===== config.mk =====
export PLATFORM = sky130hd
export DESIGN_NAME = http_credential_query_parser
export DESIGN_NICKNAME = d
export VERILOG_FILES = /design/src/design/hcqp_pkg.sv /design/src/design/hcqp_in_reg.sv /design/src/design/hcqp_parser.sv /design/src/design/http_credential_query_parser.sv
export SDC_FILE = /design/constraint.sdc
export NUM_CORES = 1
export LEC_CHECK = 0
export BUFFER_PORTS_ARGS = -buffer_cell sky130_fd_sc_hd__clkbuf_2
export CAP_MARGIN = 0
export CORE_MARGIN = 8
export CORE_UTILIZATION = 48
export DETAILED_ROUTE_END_ITERATION = 7
export PLACE_DENSITY = 0.68
export SYNTH_ARGS = -nofsm -noshare
export SYNTH_HDL_FRONTEND = slang
export SYNTH_HIERARCHICAL = 1
export SYNTH_SLANG_ARGS = --single-unit
export TNS_END_PERCENT = 20

===== constraint.sdc =====
create_clock -name aclk -period 2.9 [get_ports aclk]
set_clock_uncertainty 0.15 [all_clocks]
set_input_delay 0.145 -clock aclk [delete_from_list [all_inputs] [get_ports aclk]]
set_output_delay 0.145 -clock aclk [all_outputs]
set_load 0.03 [all_outputs]

===== src/design/hcqp_pkg.sv =====
`timescale 1ns / 1ps
// Package for the HTTP credential query parser.
// Holds the character constants, the field limit, the parse states and the result type.
// Depends on nothing; every module of the block imports it.
package hcqp_pkg;

    localparam int FIELD_MAX = 32;
    localparam logic [5:0] CNT_LIMIT = (FIELD_MAX > 63) ? 6'd63 : 6'(FIELD_MAX);

    localparam logic [7:0] CH_G     = 8'h47;
    localparam logic [7:0] CH_E     = 8'h45;
    localparam logic [7:0] CH_T     = 8'h54;
    localparam logic [7:0] CH_SPACE = 8'h20;
    localparam logic [7:0] CH_SLASH = 8'h2f;
    localparam logic [7:0] CH_QUERY = 8'h3f;
    localparam logic [7:0] CH_LF    = 8'h66;
    localparam logic [7:0] CH_H     = 8'h48;
    localparam logic [7:0] CH_LN    = 8'h6e;
    localparam logic [7:0] CH_LE    = 8'h65;
    localparam logic [7:0] CH_LT    = 8'h74;
    localparam logic [7:0] CH_EQ    = 8'h3d;
    localparam logic [7:0] CH_AMP   = 8'h26;
    localparam logic [7:0] CH_LP    = 8'h70;
    localparam logic [7:0] CH_LA    = 8'h61;
    localparam logic [7:0] CH_LS    = 8'h73;

    typedef enum logic [1:0] {
        EV_NONE    = 2'd0,
        EV_FAVICON = 2'd1,
        EV_ROOT    = 2'd2,
        EV_CREDS   = 2'd3
    } hcqp_event_t;

    typedef enum logic [16:0] {
        ST_IDLE  = 17'h00001,
        ST_E     = 17'h00002,
        ST_T     = 17'h00004,
        ST_SP    = 17'h00008,
        ST_SLASH = 17'h00010,
        ST_PATH  = 17'h00020,
        ST_QUERY = 17'h00040,
        ST_NE    = 17'h00080,
        ST_NT    = 17'h00100,
        ST_NEQ   = 17'h00200,
        ST_NAME  = 17'h00400,
        ST_P     = 17'h00800,
        ST_PA    = 17'h01000,
        ST_PS1   = 17'h02000,
        ST_PS2   = 17'h04000,
        ST_PEQ   = 17'h08000,
        ST_PASS  = 17'h10000
    } hcqp_state_t;

    typedef struct packed {
        hcqp_event_t event_res;
        logic        char_valid;
        logic        char_field;
        logic [4:0]  char_index;
        logic [7:0]  char_value;
        logic        name_length_valid;
        logic [5:0]  name_length;
        logic [5:0]  secret_length;
        logic        overflow;
    } hcqp_result_t;

endpackage


===== src/design/hcqp_in_reg.sv =====
`timescale 1ns / 1ps
// Input register of the HTTP credential query parser.
// Captures one received byte per transaction and holds it until the parser takes it.
// Depends on hcqp_pkg.
module hcqp_in_reg
    import hcqp_pkg::*;
(
    input  logic       aclk,
    input  logic       aresetn,
    input  logic       s_tvalid,
    output logic       s_tready,
    input  logic [7:0] s_tdata,
    input  logic       take,
    output logic       byte_valid,
    output logic [7:0] byte_data
);

    logic       valid_reg;
    logic       valid_next;
    logic [7:0] data_reg;

    assign s_tready   = !valid_reg || take;
    assign valid_next = s_tready ? s_tvalid : valid_reg;

    always_ff @(posedge aclk) begin
        if (!aresetn) begin
            valid_reg <= 1'b0;
        end else begin
            valid_reg <= valid_next;
        end
    end

    always_ff @(posedge aclk) begin
        if (s_tvalid && s_tready) begin
            data_reg <= s_tdata;
        end
    end

    assign byte_valid = valid_reg;
    assign byte_data  = data_reg;

endmodule


===== src/design/hcqp_parser.sv =====
`timescale 1ns / 1ps
// Parse state machine and field counters of the HTTP credential query parser.
// Works out the result for the held byte and advances its state when the byte is taken.
// Depends on hcqp_pkg.
module hcqp_parser
    import hcqp_pkg::*;
(
    input  logic         aclk,
    input  logic         aresetn,
    input  logic         step,
    input  logic [7:0]   byte_in,
    output hcqp_result_t result
);

    hcqp_state_t state_reg;
    hcqp_state_t state_next;
    logic [5:0]  name_count_reg;
    logic [5:0]  name_count_next;
    logic [5:0]  secret_count_reg;
    logic [5:0]  secret_count_next;

    function automatic hcqp_state_t match(input logic [7:0] b, input logic [7:0] want,
                                          input hcqp_state_t nxt);
        return (b == want) ? nxt : ST_IDLE;
    endfunction

    always_comb begin
        state_next        = state_reg;
        name_count_next   = name_count_reg;
        secret_count_next = secret_count_reg;
        result            = '0;
        unique case (state_reg)
            ST_E:     state_next = match(byte_in, CH_E, ST_T);
            ST_T:     state_next = match(byte_in, CH_T, ST_SP);
            ST_SP:    state_next = match(byte_in, CH_SPACE, ST_SLASH);
            ST_SLASH: state_next = match(byte_in, CH_SLASH, ST_PATH);
            ST_NE:    state_next = match(byte_in, CH_LE, ST_NT);
            ST_NT:    state_next = match(byte_in, CH_LT, ST_NEQ);
            ST_NEQ:   state_next = match(byte_in, CH_EQ, ST_NAME);
            ST_P:     state_next = match(byte_in, CH_LP, ST_PA);
            ST_PA:    state_next = match(byte_in, CH_LA, ST_PS1);
            ST_PS1:   state_next = match(byte_in, CH_LS, ST_PS2);
            ST_PS2:   state_next = match(byte_in, CH_LS, ST_PEQ);
            ST_PEQ:   state_next = match(byte_in, CH_EQ, ST_PASS);
            ST_PATH: begin
                if (byte_in == CH_QUERY || byte_in == CH_SPACE) begin
                    state_next = ST_QUERY;
                end else if (byte_in == CH_LF) begin
                    state_next       = ST_IDLE;
                    result.event_res = EV_FAVICON;
                end
            end
            ST_QUERY: begin
                if (byte_in == CH_LN) begin
                    state_next = ST_NE;
                end else begin
                    state_next = ST_IDLE;
                    if (byte_in == CH_H) begin
                        result.event_res = EV_ROOT;
                    end
                end
            end
            ST_NAME: begin
                if (byte_in == CH_AMP) begin
                    result.name_length_valid = 1'b1;
                    result.name_length       = name_count_reg;
                    state_next               = ST_P;
                end else if (name_count_reg >= CNT_LIMIT) begin
                    result.overflow = 1'b1;
                end else begin
                    result.char_valid = 1'b1;
                    result.char_index = name_count_reg[4:0];
                    result.char_value = byte_in;
                    name_count_next   = name_count_reg + 6'd1;
                end
            end
            ST_PASS: begin
                if (byte_in == CH_SPACE) begin
                    result.event_res     = EV_CREDS;
                    result.secret_length = secret_count_reg;
                    state_next           = ST_IDLE;
                end else if (secret_count_reg >= CNT_LIMIT) begin
                    result.overflow = 1'b1;
                end else begin
                    result.char_valid = 1'b1;
                    result.char_field = 1'b1;
                    result.char_index = secret_count_reg[4:0];
                    result.char_value = byte_in;
                    secret_count_next = secret_count_reg + 6'd1;
                end
            end
            default: begin
                name_count_next   = '0;
                secret_count_next = '0;
                state_next        = match(byte_in, CH_G, ST_E);
            end
        endcase
    end

    always_ff @(posedge aclk) begin
        if (!aresetn) begin
            state_reg        <= ST_IDLE;
            name_count_reg   <= '0;
            secret_count_reg <= '0;
        end else if (step) begin
            state_reg        <= state_next;
            name_count_reg   <= name_count_next;
            secret_count_reg <= secret_count_next;
        end
    end

endmodule


===== src/design/http_credential_query_parser.sv =====
`timescale 1ns / 1ps
// HTTP credential query parser: scans a received byte stream for a request line and the
// network name and password fields of its query, one result transaction per byte.
// Path: an accepted byte waits in the input register, and its result is registered before it shows on the master side.
// Throughput: one byte per cycle while the master side does not stall, set by the single-step parse state update.
// Reset: synchronous, active low; clears the parse state, counts and both valid flags.
// Depends on hcqp_pkg, hcqp_in_reg and hcqp_parser.
module http_credential_query_parser
    import hcqp_pkg::*;
(
    input  logic        aclk,
    input  logic        aresetn,
    input  logic        s_tvalid,
    output logic        s_tready,
    input  logic [7:0]  s_tdata,   // [7:0] byte_in
    output logic        m_tvalid,
    input  logic        m_tready,
    output logic [31:0] m_tdata,   // [4:0] char_index, [12:5] char_value,
                                   // [18:13] name_length, [24:19] secret_length, rest zero
    output logic [5:0]  m_tuser    // [1:0] event_res, [2] char_valid, [3] char_field,
                                   // [4] name_length_valid, [5] overflow
);

    logic         advance;
    logic         byte_valid;
    logic [7:0]   byte_data;
    logic         step;
    hcqp_result_t result;
    logic         m_valid_reg;
    logic         m_valid_next;
    hcqp_result_t res_reg;

    assign advance = !m_valid_reg || m_tready;
    assign step    = byte_valid && advance;

    hcqp_in_reg u_in_reg (
        .aclk       (aclk),
        .aresetn    (aresetn),
        .s_tvalid   (s_tvalid),
        .s_tready   (s_tready),
        .s_tdata    (s_tdata),
        .take       (advance),
        .byte_valid (byte_valid),
        .byte_data  (byte_data)
    );

    hcqp_parser u_parser (
        .aclk    (aclk),
        .aresetn (aresetn),
        .step    (step),
        .byte_in (byte_data),
        .result  (result)
    );

    assign m_valid_next = advance ? byte_valid : m_valid_reg;

    always_ff @(posedge aclk) begin
        if (!aresetn) begin
            m_valid_reg <= 1'b0;
        end else begin
            m_valid_reg <= m_valid_next;
        end
    end

    always_ff @(posedge aclk) begin
        if (step) begin
            res_reg <= result;
        end
    end

    assign m_tvalid = m_valid_reg;
    assign m_tdata  = {7'd0, res_reg.secret_length, res_reg.name_length,
                       res_reg.char_value, res_reg.char_index};
    assign m_tuser  = {res_reg.overflow, res_reg.name_length_valid, res_reg.char_field,
                       res_reg.char_valid, res_reg.event_res};

    a_step_lands : assert property (@(posedge aclk) disable iff (!aresetn)
        step |=> m_tvalid)
        else $error("A parsed byte did not reach the result register.");

    a_char_or_overflow : assert property (@(posedge aclk) disable iff (!aresetn)
        m_tvalid |-> !(res_reg.char_valid && res_reg.overflow))
        else $error("A byte was both captured and dropped.");

    a_secret_len_gated : assert property (@(posedge aclk) disable iff (!aresetn)
        (m_tvalid && res_reg.event_res != EV_CREDS) |-> res_reg.secret_length == 6'd0)
        else $error("Password length shown without a credentials event.");

    a_name_len_bound : assert property (@(posedge aclk) disable iff (!aresetn)
        (m_tvalid && res_reg.name_length_valid) |->
            (res_reg.name_length <= CNT_LIMIT && res_reg.event_res == EV_NONE))
        else $error("Name length result out of range or mixed with an event.");

endmodule


==> results.md <==
- Status: finished, final reports clean
- Vias in the first global route: 3,119
- Die width: 107 um
- Largest net degree at the start of global routing: 33
- DP Area: 4280 um^2
- Antenna Diode Count: 0
- CTS tree: done
- Post-cts repair resize count: 0
- Final Cycle Share: a little over nine tenths
- Seq/Total Area, Yosys: 45.3%
- Yosys reg bits: 70
- Maxcap violations: 0
- Final setup fails: 0
- Synth area leader: edfxtp_1
- Worst endpoint required time: 2.86 ns
- Nets: 463
- Worst setup SP type: flip-flop
- Clk sinks: 70
- Yosys top cell area share: 29.6%
- Fin crit period: between 2 and 3 ns
- Total Wirelength: 9.55 mm
- Slew @ Worst Pin: between 0.6 and 0.7 ns
- Sequential cell area: 1790 um^2
- Ratio of cells with drive above 1 in the final layout: 23.0%
- Fin. Hold Viols: 0
- I/O pin count: 52
- Max-slew violations: 0
- CP Class: flip-flop to flip-flop
- Fmax: 358 MHz
- Syn-to-layout area delta: 15.8%
- Clock latency on the worst-skew pair: 0.35 ns
- Die area: around 11,000 um^2
- Synth async-reset ratio: 0%
- R2r setup slk: around 0.11 ns
- Drt drc: 0
- Global-route wire length before repair: 15.6 mm
- Worst path slowest cell: nor4_1
- DRT Pass-1 Iters: 5
- Maximum vdd drop: approximately 0.0003 V
- Port Buf Inserts: 44
- Top post-synthesis cells by area: edfxtp_1, dfxtp_1, a21boi_1
- Tot Pwr: 2.09 mW
- Data arrival time of the critical path: 2.75 ns
- Multi-input gate area in the final layout: 1990 um^2
- Unique cell type count in the Yosys netlist: 69
- YS warnings: 6
- Post-synthesis cell area: about 4000 um^2
- RePlAce Congestion: about 0.94
- Post-synth EDFFs: 39
- CTS root buf: clkbuf_8
- FILL cells: 723
- DP HPWL: 6.95 mm
- Total CTS buffers: 9
- Grt total ovfl: 0
- Crit path capture type: flip-flop
- Initial Util: 48.9%
- Number of flip-flops in the largest register: 25
- Syn Inst Count: between 300 and 400
- Total track usage: 16.8%
- Pre-CTS setup slack: roughly 0.17 ns
- Ys flop type: edfxtp_1
- Row count: 33
- Via count: 3,302
- Critical path cell sequence: nor4_1 -> and2_1 -> buf_4 -> nor4_4 -> or2_1 -> and2_1
- CORE AREA: approximately 8100 um^2
- Power Density: 456 nW/um^2
- Avg Cell Area, Syn: 10.1 um^2
- Antenna viol nets, final: 0
- Leakage power: 1.62 nW
- RSZ-0062 raised after global routing: false
- Most frequent CP cell: and2_1
- Tightest Hold Check Type: input port to flip-flop
- Final Instance Area: roughly 4600 um^2
- Antenna violations before repair: 0
- Worst-path clk slew: 0.07 ns
- DR WL/cell: 17.1 um
- Vias/cell: 5.93
- CTS Buffer Depth: 2
- Die H: 107 um
- Worst setup margin: ~0.11 ns
- TNS Setup: 0 ns
- Worst-path maximum fanout: 10
- CP peak stage delay: 0.64 ns
- Relative slew slack: 55.7%
- Initial DRC Count: 164
- H-tree levels: 3
cells in the final DEF (no fill, tap or decap), types with 3 or more instances in the layout:
master / n
clkbuf_2: 44
edfxtp_1: 39
dfxtp_1: 31
nand2_1: 26
nor2_1: 26
nand4_1: 16
a21boi_1: 16
nand3_1: 16
buf_4: 15
nor3_1: 14
o31ai_1: 14
nand2b_1: 11
clkbuf_8: 10
dlygate4sd3_1: 10
and2_1: 10
and3_1: 10
inv_1: 9
o21ai_1: 9
conb_1: 7
nor2b_1: 7
nor4b_1: 7
a21oi_1: 6
nor4_4: 5
nor4_1: 5
a22o_1: 5
or2_1: 4
or3_1: 4
o21ai_0: 4
nand4b_1: 4
ha_1: 4
nor3_2: 3
o22ai_1: 3
a211o_1: 3
xor2_1: 3
o22a_1: 3
area by class of cell:
type	instances	share of cell area (%)
multi-input cells	288	43.5
flip-flops and latches	70	39.1
repair buffers	69	9.44
clock buffers	11	3.08
well taps	105	2.86
clock inverters	5	1.31
inverters	9	0.737
timing repair:
item                       4_1_cts  5_1_grt
setup endpoints to repair        0        0
buffers inserted                 0        0
hold buffers                    10        0
hold endpoints to repair        10        0
cells in the mapped netlist (all sizes together), types with 5 or more instances:
cell	instances
and3	10
nand3	16
o21ai	13
nand4	18
nor4b	8
clkbuf	11
edfxtp	39
nor2b	7
inv	9
or2	6
nand2	26
a22o	5
and2	12
buf	19
dfxtp	31
a21boi	18
nor3	19
nor4	12
nand2b	13
nor2	26
o31ai	15
a21oi	6
critical path, delay by kind of cell (launching register included):
kind / cells / cell delay, ns
buf+inv: 1 / 0.21
flops: 1 / 0.51
simple gates: 5 / 1.67
per-layer routing:
metal,vias up,routed length (um),global-route usage [%],share of wire (%)
met3,28,670,3.72,7.0
met4,0,312,9.35,3.3
li1,1584,-,-,-
met5,-,0,0,0
met1,1567,3900,20.2,41
met2,123,4670,27.5,49
through the flow:
step	hold WS, ns	util [%]	instances
final	0.242	56.7	557
after floorplan	0.0939	-	397
after CTS	0.219	56.7	557
after global routing	0.256	56.7	557
after detailed placement	0.174	52.9	531
after global placement	0.172	52.9	531
logic make-up after synthesis:
family          count (synthesis)  synth area share (%)
other cells                     1                0.0947
simple gates                  191                  31.9
fa+ha+maj                       4                  1.26
xor+xnor                        3                 0.664
flops                          70                  45.3
compound gates                 83                  15.9
buf+inv                        39                  4.93
report_power, final:
group          switching (mW)  total, mW  leakage, nW  internal, mW
Sequential             0.0216       1.10        0.600          1.08
Clock                   0.369      0.791       0.0995         0.422
Combinational           0.138      0.200        0.919        0.0625
path summary, 6_finish.rpt:
check | depth (start not counted) | end | startpoint
max | 6 | m_tdata[6]$_DFFE_PP_ | u_in_reg/byte_data[0]$_DFFE_PP_
min | 2 | u_parser/state_reg[0]$_SDFFE_PN1P_ | aresetn
max reg2reg | 6 | m_tdata[6]$_DFFE_PP_ | u_in_reg/byte_data[0]$_DFFE_PP_
min reg2reg | 2 | m_tvalid$_SDFFE_PN0P_ | u_in_reg/byte_valid$_SDFFE_PN0P_
(Power assumes the default switching activity.)
